$ cat src/rtl/core/vbq_pkg.sv
`default_nettype none

package vbq_pkg;

    // Widths of the fixed fields
    localparam int CountWidth   = 8;
    localparam int VolumeWidth  = 4;
    localparam int PotWidth     = 8;
    localparam int CfgIdxWidth  = 8;
    localparam int InDataWidth  = 8;
    localparam int OutDataWidth = 16;

    // Number of volume steps and derived limits
    localparam int VolumeLevels = 16;
    localparam logic [VolumeWidth-1:0] VolumeTop = VolumeWidth'(VolumeLevels - 1);
    localparam logic [VolumeWidth-1:0] VolumeReset =
        (VolumeLevels - 1 < 4) ? VolumeWidth'(VolumeLevels - 1) : VolumeWidth'(4);

    // Reset values of the reload registers
    localparam logic [CountWidth-1:0] StableTicksReset = 8'd10;
    localparam logic [CountWidth-1:0] OffTicksReset    = 8'd100;

    // Potentiometer code constants
    localparam logic [PotWidth-1:0] PotFull = 8'hFF;
    localparam int PotStepShift = 4;

    // Configuration register indexes
    localparam logic [CfgIdxWidth-1:0] RegStableTicks = 8'd0;
    localparam logic [CfgIdxWidth-1:0] RegOffTicks    = 8'd1;

    // Reload values from the configuration registers
    typedef struct packed {
        logic [CountWidth-1:0] stable_ticks;
        logic [CountWidth-1:0] off_ticks;
    } cfg_t;

    // One result item
    typedef struct packed {
        logic                   power_off;
        logic [PotWidth-1:0]    pot_code;
        logic [VolumeWidth-1:0] volume_level;
        logic                   volume_changed;
    } result_t;

    // Volume index to potentiometer code: index * 16, full scale at the top
    function automatic logic [PotWidth-1:0] pot_for(input logic [VolumeWidth-1:0] idx);
        logic [PotWidth-1:0] code;
        begin
            code = PotWidth'(idx) << PotStepShift;
            if (idx >= VolumeTop)
                code = PotFull;
            return code;
        end
    endfunction

endpackage

`default_nettype wire

$ cat src/rtl/core/vbq_cfg_regs.sv
`default_nettype none

module vbq_cfg_regs (
    input  wire logic                           clk,
    input  wire logic                           rst_n,
    input  wire logic                           cfg_valid,
    output logic                                cfg_ready,
    input  wire logic [vbq_pkg::CfgIdxWidth-1:0] cfg_index,
    input  wire logic [vbq_pkg::CountWidth-1:0]  cfg_data,
    output vbq_pkg::cfg_t                       cfg
);
    import vbq_pkg::*;

    logic [CountWidth-1:0] stable_ticks_reg;
    logic [CountWidth-1:0] off_ticks_reg;

    // Writes are always taken; unknown indexes are dropped
    assign cfg_ready = 1'b1;

    always_ff @(posedge clk or negedge rst_n)
    begin
        if (!rst_n)
        begin
            stable_ticks_reg <= StableTicksReset;
            off_ticks_reg    <= OffTicksReset;
        end
        else if (cfg_valid)
        begin
            case (cfg_index)
                RegStableTicks: stable_ticks_reg <= cfg_data;
                RegOffTicks:    off_ticks_reg    <= cfg_data;
                default:        ;
            endcase
        end
    end

    assign cfg.stable_ticks = stable_ticks_reg;
    assign cfg.off_ticks    = off_ticks_reg;

endmodule

`default_nettype wire

$ cat src/rtl/core/vbq_tick_logic.sv
`default_nettype none

module vbq_tick_logic (
    input  wire logic          clk,
    input  wire logic          rst_n,
    input  wire logic          tick,
    input  wire logic          up_level,
    input  wire logic          down_level,
    input  wire vbq_pkg::cfg_t cfg,
    output vbq_pkg::result_t   result
);
    import vbq_pkg::*;

    logic [CountWidth-1:0]  up_cnt_reg,   up_cnt_next;
    logic [CountWidth-1:0]  down_cnt_reg, down_cnt_next;
    logic [CountWidth-1:0]  idle_cnt_reg, idle_cnt_next;
    logic [VolumeWidth-1:0] volume_reg,   volume_next;
    logic                   up_fired;
    logic                   down_fired;
    logic                   off_req;

    // Inactivity counter and power-off request
    always_comb
    begin
        idle_cnt_next = idle_cnt_reg;
        off_req       = 1'b0;
        if (!up_level && !down_level)
        begin
            if (idle_cnt_reg != '0)
                idle_cnt_next = idle_cnt_reg - 1'b1;
            else
                off_req = 1'b1;
        end
        else
        begin
            idle_cnt_next = cfg.off_ticks;
        end
    end

    // Button qualification and volume stepping; an up step masks the down button
    always_comb
    begin
        up_cnt_next   = up_cnt_reg;
        down_cnt_next = down_cnt_reg;
        volume_next   = volume_reg;
        up_fired      = 1'b0;
        down_fired    = 1'b0;

        if (!up_level)
        begin
            if (up_cnt_reg != '0)
                up_cnt_next = up_cnt_reg - 1'b1;
        end
        else if (up_cnt_reg == '0)
        begin
            up_fired    = 1'b1;
            up_cnt_next = cfg.stable_ticks;
            if (volume_reg < VolumeTop)
                volume_next = volume_reg + 1'b1;
        end

        if (!up_fired)
        begin
            if (!down_level)
            begin
                if (down_cnt_reg != '0)
                    down_cnt_next = down_cnt_reg - 1'b1;
            end
            else if (down_cnt_reg == '0)
            begin
                down_fired    = 1'b1;
                down_cnt_next = cfg.stable_ticks;
                if (volume_reg != '0)
                    volume_next = volume_reg - 1'b1;
            end
        end
    end

    // State advances once per accepted tick
    always_ff @(posedge clk or negedge rst_n)
    begin
        if (!rst_n)
        begin
            up_cnt_reg   <= StableTicksReset;
            down_cnt_reg <= StableTicksReset;
            idle_cnt_reg <= OffTicksReset;
            volume_reg   <= VolumeReset;
        end
        else if (tick)
        begin
            up_cnt_reg   <= up_cnt_next;
            down_cnt_reg <= down_cnt_next;
            idle_cnt_reg <= idle_cnt_next;
            volume_reg   <= volume_next;
        end
    end

    // Result for this tick
    assign result.volume_changed = up_fired | down_fired;
    assign result.volume_level   = volume_next;
    assign result.pot_code       = pot_for(volume_next);
    assign result.power_off      = off_req;

endmodule

`default_nettype wire

$ cat src/rtl/core/volume_button_qualifier.sv
// Debounced up/down volume control.
// Input stream (s_axis): one transfer per sampling tick carrying the two
// button levels. Output stream (m_axis): one transfer per input transfer
// with the step flag, the volume index, its potentiometer code and the
// power-off request.
// Configuration channel: cfg_index 0 writes stable_ticks, 1 writes off_ticks;
// other indexes are ignored. New values apply at the next counter reload.
// A result is offered on m_axis in the cycle after its input transfer.
// Throughput: one tick per cycle while s_axis_tready is high; the button and idle
// counters step on each accepted tick and the result sits in one output register.
// s_axis_tready is high while the output register is empty or being drained
// in the same cycle, so a stalled receiver holds the result and back-pressures
// the input after one result is waiting.
// Reset: counters reload from their reset values (10, 10, 100), volume
// starts at 4, the output register is empty.
`default_nettype none

module volume_button_qualifier (
    input  wire logic                              clk,
    input  wire logic                              rst_n,
    // Input stream
    input  wire logic                              s_axis_tvalid,
    output logic                                   s_axis_tready,
    input  wire logic [vbq_pkg::InDataWidth-1:0]   s_axis_tdata,  // [0] up_level, [1] down_level
    // Output stream
    output logic                                   m_axis_tvalid,
    input  wire logic                              m_axis_tready,
    output logic [vbq_pkg::OutDataWidth-1:0]       m_axis_tdata,  // [0] volume_changed,
                                                                  // [4:1] volume_level,
                                                                  // [12:5] pot_code,
                                                                  // [13] power_off
    // Configuration writes
    input  wire logic                              cfg_valid,
    output logic                                   cfg_ready,
    input  wire logic [vbq_pkg::CfgIdxWidth-1:0]   cfg_index,
    input  wire logic [vbq_pkg::CountWidth-1:0]    cfg_data
);
    import vbq_pkg::*;

    localparam int ResultWidth = $bits(result_t);

    cfg_t    cfg;
    result_t result;
    result_t result_reg;
    logic    out_valid_reg;
    logic    in_xfer;

    vbq_cfg_regs u_cfg_regs (
        .clk       (clk),
        .rst_n     (rst_n),
        .cfg_valid (cfg_valid),
        .cfg_ready (cfg_ready),
        .cfg_index (cfg_index),
        .cfg_data  (cfg_data),
        .cfg       (cfg)
    );

    assign s_axis_tready = !out_valid_reg || m_axis_tready;
    assign in_xfer       = s_axis_tvalid && s_axis_tready;

    vbq_tick_logic u_tick_logic (
        .clk        (clk),
        .rst_n      (rst_n),
        .tick       (in_xfer),
        .up_level   (s_axis_tdata[0]),
        .down_level (s_axis_tdata[1]),
        .cfg        (cfg),
        .result     (result)
    );

    // Output register valid flag
    always_ff @(posedge clk or negedge rst_n)
    begin
        if (!rst_n)
            out_valid_reg <= 1'b0;
        else if (in_xfer)
            out_valid_reg <= 1'b1;
        else if (m_axis_tready)
            out_valid_reg <= 1'b0;
    end

    // Output payload
    always_ff @(posedge clk)
    begin
        if (in_xfer)
            result_reg <= result;
    end

    assign m_axis_tvalid = out_valid_reg;
    assign m_axis_tdata  = {{(OutDataWidth - ResultWidth){1'b0}}, result_reg};

endmodule

`default_nettype wire
$ cat config.mk
export PLATFORM = sky130hd
export DESIGN_NAME = volume_button_qualifier
export DESIGN_NICKNAME = d
export VERILOG_FILES = /design/src/rtl/core/vbq_pkg.sv /design/src/rtl/core/vbq_cfg_regs.sv /design/src/rtl/core/vbq_tick_logic.sv /design/src/rtl/core/volume_button_qualifier.sv
export SDC_FILE = /design/constraint.sdc
export NUM_CORES = 1
export LEC_CHECK = 0
export ABC_AREA = 0
export BUFFER_PORTS_ARGS = -buffer_cell sky130_fd_sc_hd__buf_2
export CORE_MARGIN = 5
export CORE_UTILIZATION = 57
export DETAILED_ROUTE_END_ITERATION = 16
export GPL_TIMING_DRIVEN = 0
export PLACE_DENSITY_LB_ADDON = 0.12
export RECOVER_POWER = 25
export SYNTH_ARGS = -nofsm -noshare
export SYNTH_HDL_FRONTEND = slang
export SYNTH_SLANG_ARGS = --single-unit
$ cat constraint.sdc
create_clock -name clk -period 3.11 [get_ports clk]
set_input_delay 0 -clock clk [delete_from_list [all_inputs] [get_ports clk]]
set_output_delay 0 -clock clk [all_outputs]
set_load 0.02 [all_outputs]
==> Word-level counts from Yosys, hierarchy flattened <==
Cells that the tools add are included.
{ "classes": {"n_eq_ne": 4, "bitwise": 2, "magnitude_cmp": 2, "reduce_logical": 21, "mul": 0, "div": 0, "mux": 24, "n_shift": 0, "add_sub_neg": 5} }
{ "ops": {"columns": ["cell", "count"], "rows": [
  ["2-to-1 mux 8 bit", 8],
  ["2-to-1 mux 4 bit", 8],
  ["logical NOT 8 bit", 3],
  ["nonzero test 8 bit", 3],
  ["subtractor 8 x 1 -> 8 bit (second input constant)", 3],
  ["== test 8 x 1 -> 1 bit (second input constant)", 1],
  ["2-to-1 mux 1 bit", 8],
  ["AND reduction 2 bit", 3],
  ["nonzero test 2 bit", 3],
  ["adder 4 x 1 -> 4 bit (second input constant)", 1],
  ["greater-or-equal comparator 4 bit (second input constant)", 1],
  ["< comparator 4 bit (second input constant)", 1],
  ["!= test 2 x 1 -> 1 bit (second input constant)", 2],
  ["AND reduction 4 bit", 1],
  ["nonzero test 4 bit", 1],
  ["subtractor 4 x 1 -> 4 bit (second input constant)", 1],
  ["logical NOT 1 bit", 3],
  ["AND reduction 3 bit", 1],
  ["logical AND 1 bit", 2],
  ["!= test 2 bit (second input constant)", 1],
  ["logical OR 1 bit", 1],
  ["inverter 1 bit", 1],
  ["bitwise OR 1 bit", 1]
]} }
{ "word_totals": {"word_cells": 70, "ramBits": 0, "mem_bits_ro": 0, "reg_bits": 59, "inputBits": 29, "latchBits": 0, "memories": 0} }

==> Logic depth before layout (Yosys ltp) <==
{ "depth": {"depth_word": 10, "ltp_mapped": 11, "depth_no_buf": 10} }

==> Modules after synthesis <==
A second synthesis with hierarchy kept.
{ "hier_totals": {"hier_cells": 316, "area_unflattened_um2": 3274.4} }
{ "by_module_without_submodules": {"columns": ["module", "seq_area_each_um2", "n_inst", "area_per_inst_um2", "cells_each"], "rows": [
  ["vbq_tick_logic", 710.7, 1, 2104.5, 255],
  ["vbq_cfg_regs", 406.6, 1, 676.9, 40],
  ["volume_button_qualifier", 445.4, 1, 493.0, 21]
]} }

==> Worst setup path before layout <==
No wires, ideal clock.
{ "synth_timing": {"path_kind": "reg-to-reg", "startpoint": "reg u_tick_logic.up_cnt_reg[1]", "endpoint": "reg result_reg (netlist bit m_axis_tdata[7]) (data pin)", "t_required_ps": 2942, "setup_ps": 168, "path_slack_ps": 409, "stages_incl_launch_ff": 12, "arrival_time_ps": 2533, "cell_sequence": "dfstp_2 inv_1 ha_1 nor4b_1 and2_1 ha_1 nand4bb_1 or4_4 buf_6 nor3_2 nor3_1 nor4b_4"} }
{ "synth_via": {"elab_chain_len": 9, "elab_cells_between_ends": 11, "cone_classes": "order compare (1); mux (9); reduce/logical (1)"} }
{ "synth_lines": {"columns": ["element", "line_no", "rtl"], "rows": [
  ["start, declared", "vbq_tick_logic.sv:14", "logic [CountWidth-1:0] up_cnt_reg, up_cnt_next;"],
  ["start signal, assigned", "vbq_tick_logic.sv:84", "up_cnt_reg <= StableTicksReset;"],
  ["start signal, assigned", "vbq_tick_logic.sv:91", "up_cnt_reg <= up_cnt_next;"],
  ["logical NOT 8 bit *", "vbq_tick_logic.sv:54", "else if (up_cnt_reg == '0)"],
  ["2-to-1 mux 4 bit", "vbq_tick_logic.sv:54", null],
  ["2-to-1 mux 4 bit", "vbq_tick_logic.sv:49", "if (!up_level)"],
  ["2-to-1 mux 4 bit", "vbq_tick_logic.sv:73", "if (volume_reg != '0)"],
  ["2-to-1 mux 4 bit", "vbq_tick_logic.sv:69", "else if (down_cnt_reg == '0)"],
  ["2-to-1 mux 4 bit", "vbq_tick_logic.sv:64", "if (!down_level)"],
  ["2-to-1 mux 4 bit *", "vbq_tick_logic.sv:62", "if (!up_fired)"],
  ["greater-or-equal comparator 4 bit *", "vbq_pkg.sv:50", "if (idx >= VolumeTop)"],
  ["2-to-1 mux 4 bit *", "vbq_pkg.sv:50", null],
  ["end signal, assigned", "volume_button_qualifier.sv:86", "result_reg <= result;"],
  ["end, declared", "volume_button_qualifier.sv:44", "result_t result_reg;"]
]} }
Mark *: on every way between the ends. The rest lies on a longest branch, timed or not.
A chain may end at the register's enable or synchronous reset.

==> Worst setup path after layout <==
Same ends and word-level chain as after synthesis.

==> flow_summary.yaml <==
run_status:
  status: "finished with violations"
  violations: "capacitance limit, slew limit"
routing:
  routed_wl_um: 6940
  drc: 0
  initialDrtViolationCount: 78
  ant_nets: 0
  viasPerCell: 5.76
  wl_per_cell_um: 15.5
  first_pass_iters: 4
  via_count: 2588
pwr:
  power_density_mw_per_mm2: 702
  p_leak_uw: 0.00151
  design_power_total_uw: 2590
  peakVddDrop_mv: 0.393
global_route:
  busiest_layer: "met2"
  use_met2: 0.337
  gr-usage-met3: 0.0363
  grt_usage: 0.201
  use_met1: 0.269
  grt_max_degree: 46
  overflow: 0
  antenna_found_initial: 0
  grt_pass1_wl_um: 11700
  grt_pass1_vias: 2486
sta:
  timing.fmax_ghz: 0.343
  tns_ps: 0
  setup_viol: 0
  clock_skew_ps: 6.43
  rsz0062_at_grt: "false"
  worstMarginPinSlew_ps: 2470
  fin_crit_sh: 0.939
  slew_violations: 46
  max-slew-margin-rel: -0.645
  period_needed_ps: 2920
  finalHoldViolCount: 0
floorplanning:
  core-area_mm2: 0.00547
  die_y_um: 84.7
  boundaryPins: 48
  num_rows: 27
  die-area_mm2: 0.00717
  initial_core_util: 0.581
  fp.dieW_um: 84.7
flow_run:
  maxCapViolCount: 1
placed_design:
  dp_hpwl_um: 5040
  io_buffer_count: 37
  place_inst: 430
  place.gp.congestion: 0.896
yosys:
  yosysWarnings: 0
  syn_area_per_cell_um2: 9.94
  synthCells: 320
  async_reset_ff_frac: 0.804
  yosys.area_share.simple: 0.213
  synth_top_family_by_area: "simple AND/OR/NAND/NOR gates"
  synth_edf_count: 11
  synth_seq_cells: 56
  post-synth-top-area-fraction: 0.252
  synth_fa_ha_area_frac: 0.0354
  post_synth_instance_area_mm2: 0.00318
  yosysSeqAreaShare: 0.463
  ys_types: 51
  synth_compound_area_frac: 0.160
  synthMuxAreaShare: 0.0661
  synthXorXnorAreaFrac: 0.00826
  yosysTopAreaCell: "dfrtp_1"
  synth.area.top_cells: "dfrtp_1, dfstp_2, edfxtp_1"
  synth-main-ff-cell: "dfrtp_1"
clock_network:
  numCtsBuffers: 5
  path_clk_slew_ps: 100
  clock-root-buffer: "clkbuf_8"
  tritoncts: "yes"
  cts_sinks: 56
  insertion_delay_ps: 310
  post_cts_buffers: 0
  cts_max_path_buffers: 2
  htree_levels: 2
finish:
  diodes: 0
  final_common_cell: "dfrtp_1"
  largest_reg_flops: 11
  area_growth_pct: 15.8
  nets: 414
  drive_above_1_share: 0.212
  final_cell_mix: "dfrtp_1, clkbuf_1, nor2_1"
  layout.cells.non_filler: 449
worst_hold_path:
  hold_class: "input pin to flop"
critical_path:
  crit_type: "flop to flop"
  cp.arrival_ps: 3070
  crit_required_ps: 3260
  cp_max_fo: 6
  worst_setup_path_start_kind: "flop"
  cp-end-kind: "flop"
-- cell usage after synthesis (4+ instances only) --
master      n
or3_1       6
nand2_1    14
o31ai_1     4
o21ai_0    23
nor2_1     29
dfstp_2    13
edfxtp_1   11
clkbuf_1   13
nand3_1     6
buf_4       6
a211oi_1    4
nor3_1     16
ha_1        9
dfrtp_1    32
nor4_1     11
a21oi_1    23
mux2_2     16
nand2b_1    6
o2bb2ai_1   5
o21ai_1     4
inv_1      13
-- kinds of logic after synthesis --
group | after synthesis
simple gates | 116
flops | 56
mux | 19
buf+inv | 34
other cells | 2
compound gates | 81
fa+ha+maj | 9
xor+xnor | 3
-- metal layers --
metal	routed length (µm)	part of all wire
met5	0	0
met4	67	0.0097
met3	382	0.055
met2	3370	0.49
met1	3120	0.45
-- critical path: stages (launching register included) --
cell       delay (ps)
dfstp_2           540
inv_1              60
ha_1              180
nor4b_2           190
and2_1            150
ha_1              210
nand4bb_2         360
or4_4             540
buf_6             140
nor3_2            100
nor3_1             90
nor4b_4           210
-- repair_timing --
action	in CTS	in global routing
gates resized for setup	0	4
endpoints found under the setup margin	0	10
hold buffers	11	0
hold endpoints to repair	49	0
-- power breakdown --
group	internal, µW	switching [µW]
registers	956	162
clock network	212	241
logic	408	609
total	1580	1010
-- area by class of cell --
cell class                      instances  area, µm²
Fill cell                             472       1790
Multi-Input combinational cell        231       1570
Sequential cell                        56       1470
Timing Repair Buffer                   48        277
Buffer                                 21        116
Clock buffer                            7       97.6
Tap cell                               72       90.1
Inverter                               13       48.8
Clock inverter                          1       8.76
-- path summary, 6_finish.rpt --
kind	slack (ps)	depth (start not counted)	start	endpoint
worst max-delay path	190	11	u_tick_logic.up_cnt_reg[1]$_DFFE_PN1P_	m_axis_tdata[7]$_DFFE_PP_
worst min-delay path	200	3	s_axis_tdata[0]	m_axis_tdata[0]$_DFFE_PP_
worst max register to register	190	11	u_tick_logic.up_cnt_reg[1]$_DFFE_PN1P_	m_axis_tdata[7]$_DFFE_PP_
worst min register to register	510	1	u_tick_logic.idle_cnt_reg[5]$_DFFE_PN1P_	u_tick_logic.idle_cnt_reg[5]$_DFFE_PN1P_
max in group asynchronous	730	2	rst_n	u_tick_logic.down_cnt_reg[2]$_DFFE_PN0P_
min in group asynchronous	990	2	rst_n	u_tick_logic.volume_reg[1]$_DFFE_PN0P_
-- metrics by stage --
stage          setup WS (ps)   util  hold slack, ps  cell area, µm²
6_report                 190  0.673             195            3680
5_1_grt                 56.0  0.673             216            3680
4_1_cts                 87.7  0.672             206            3680
3_5_place_dp             119  0.632             239            3460
3_3_place_gp             139  0.632             230            3460
2_1_floorplan            409      -            -296            3180
Power figures use the tool's default switching activity.
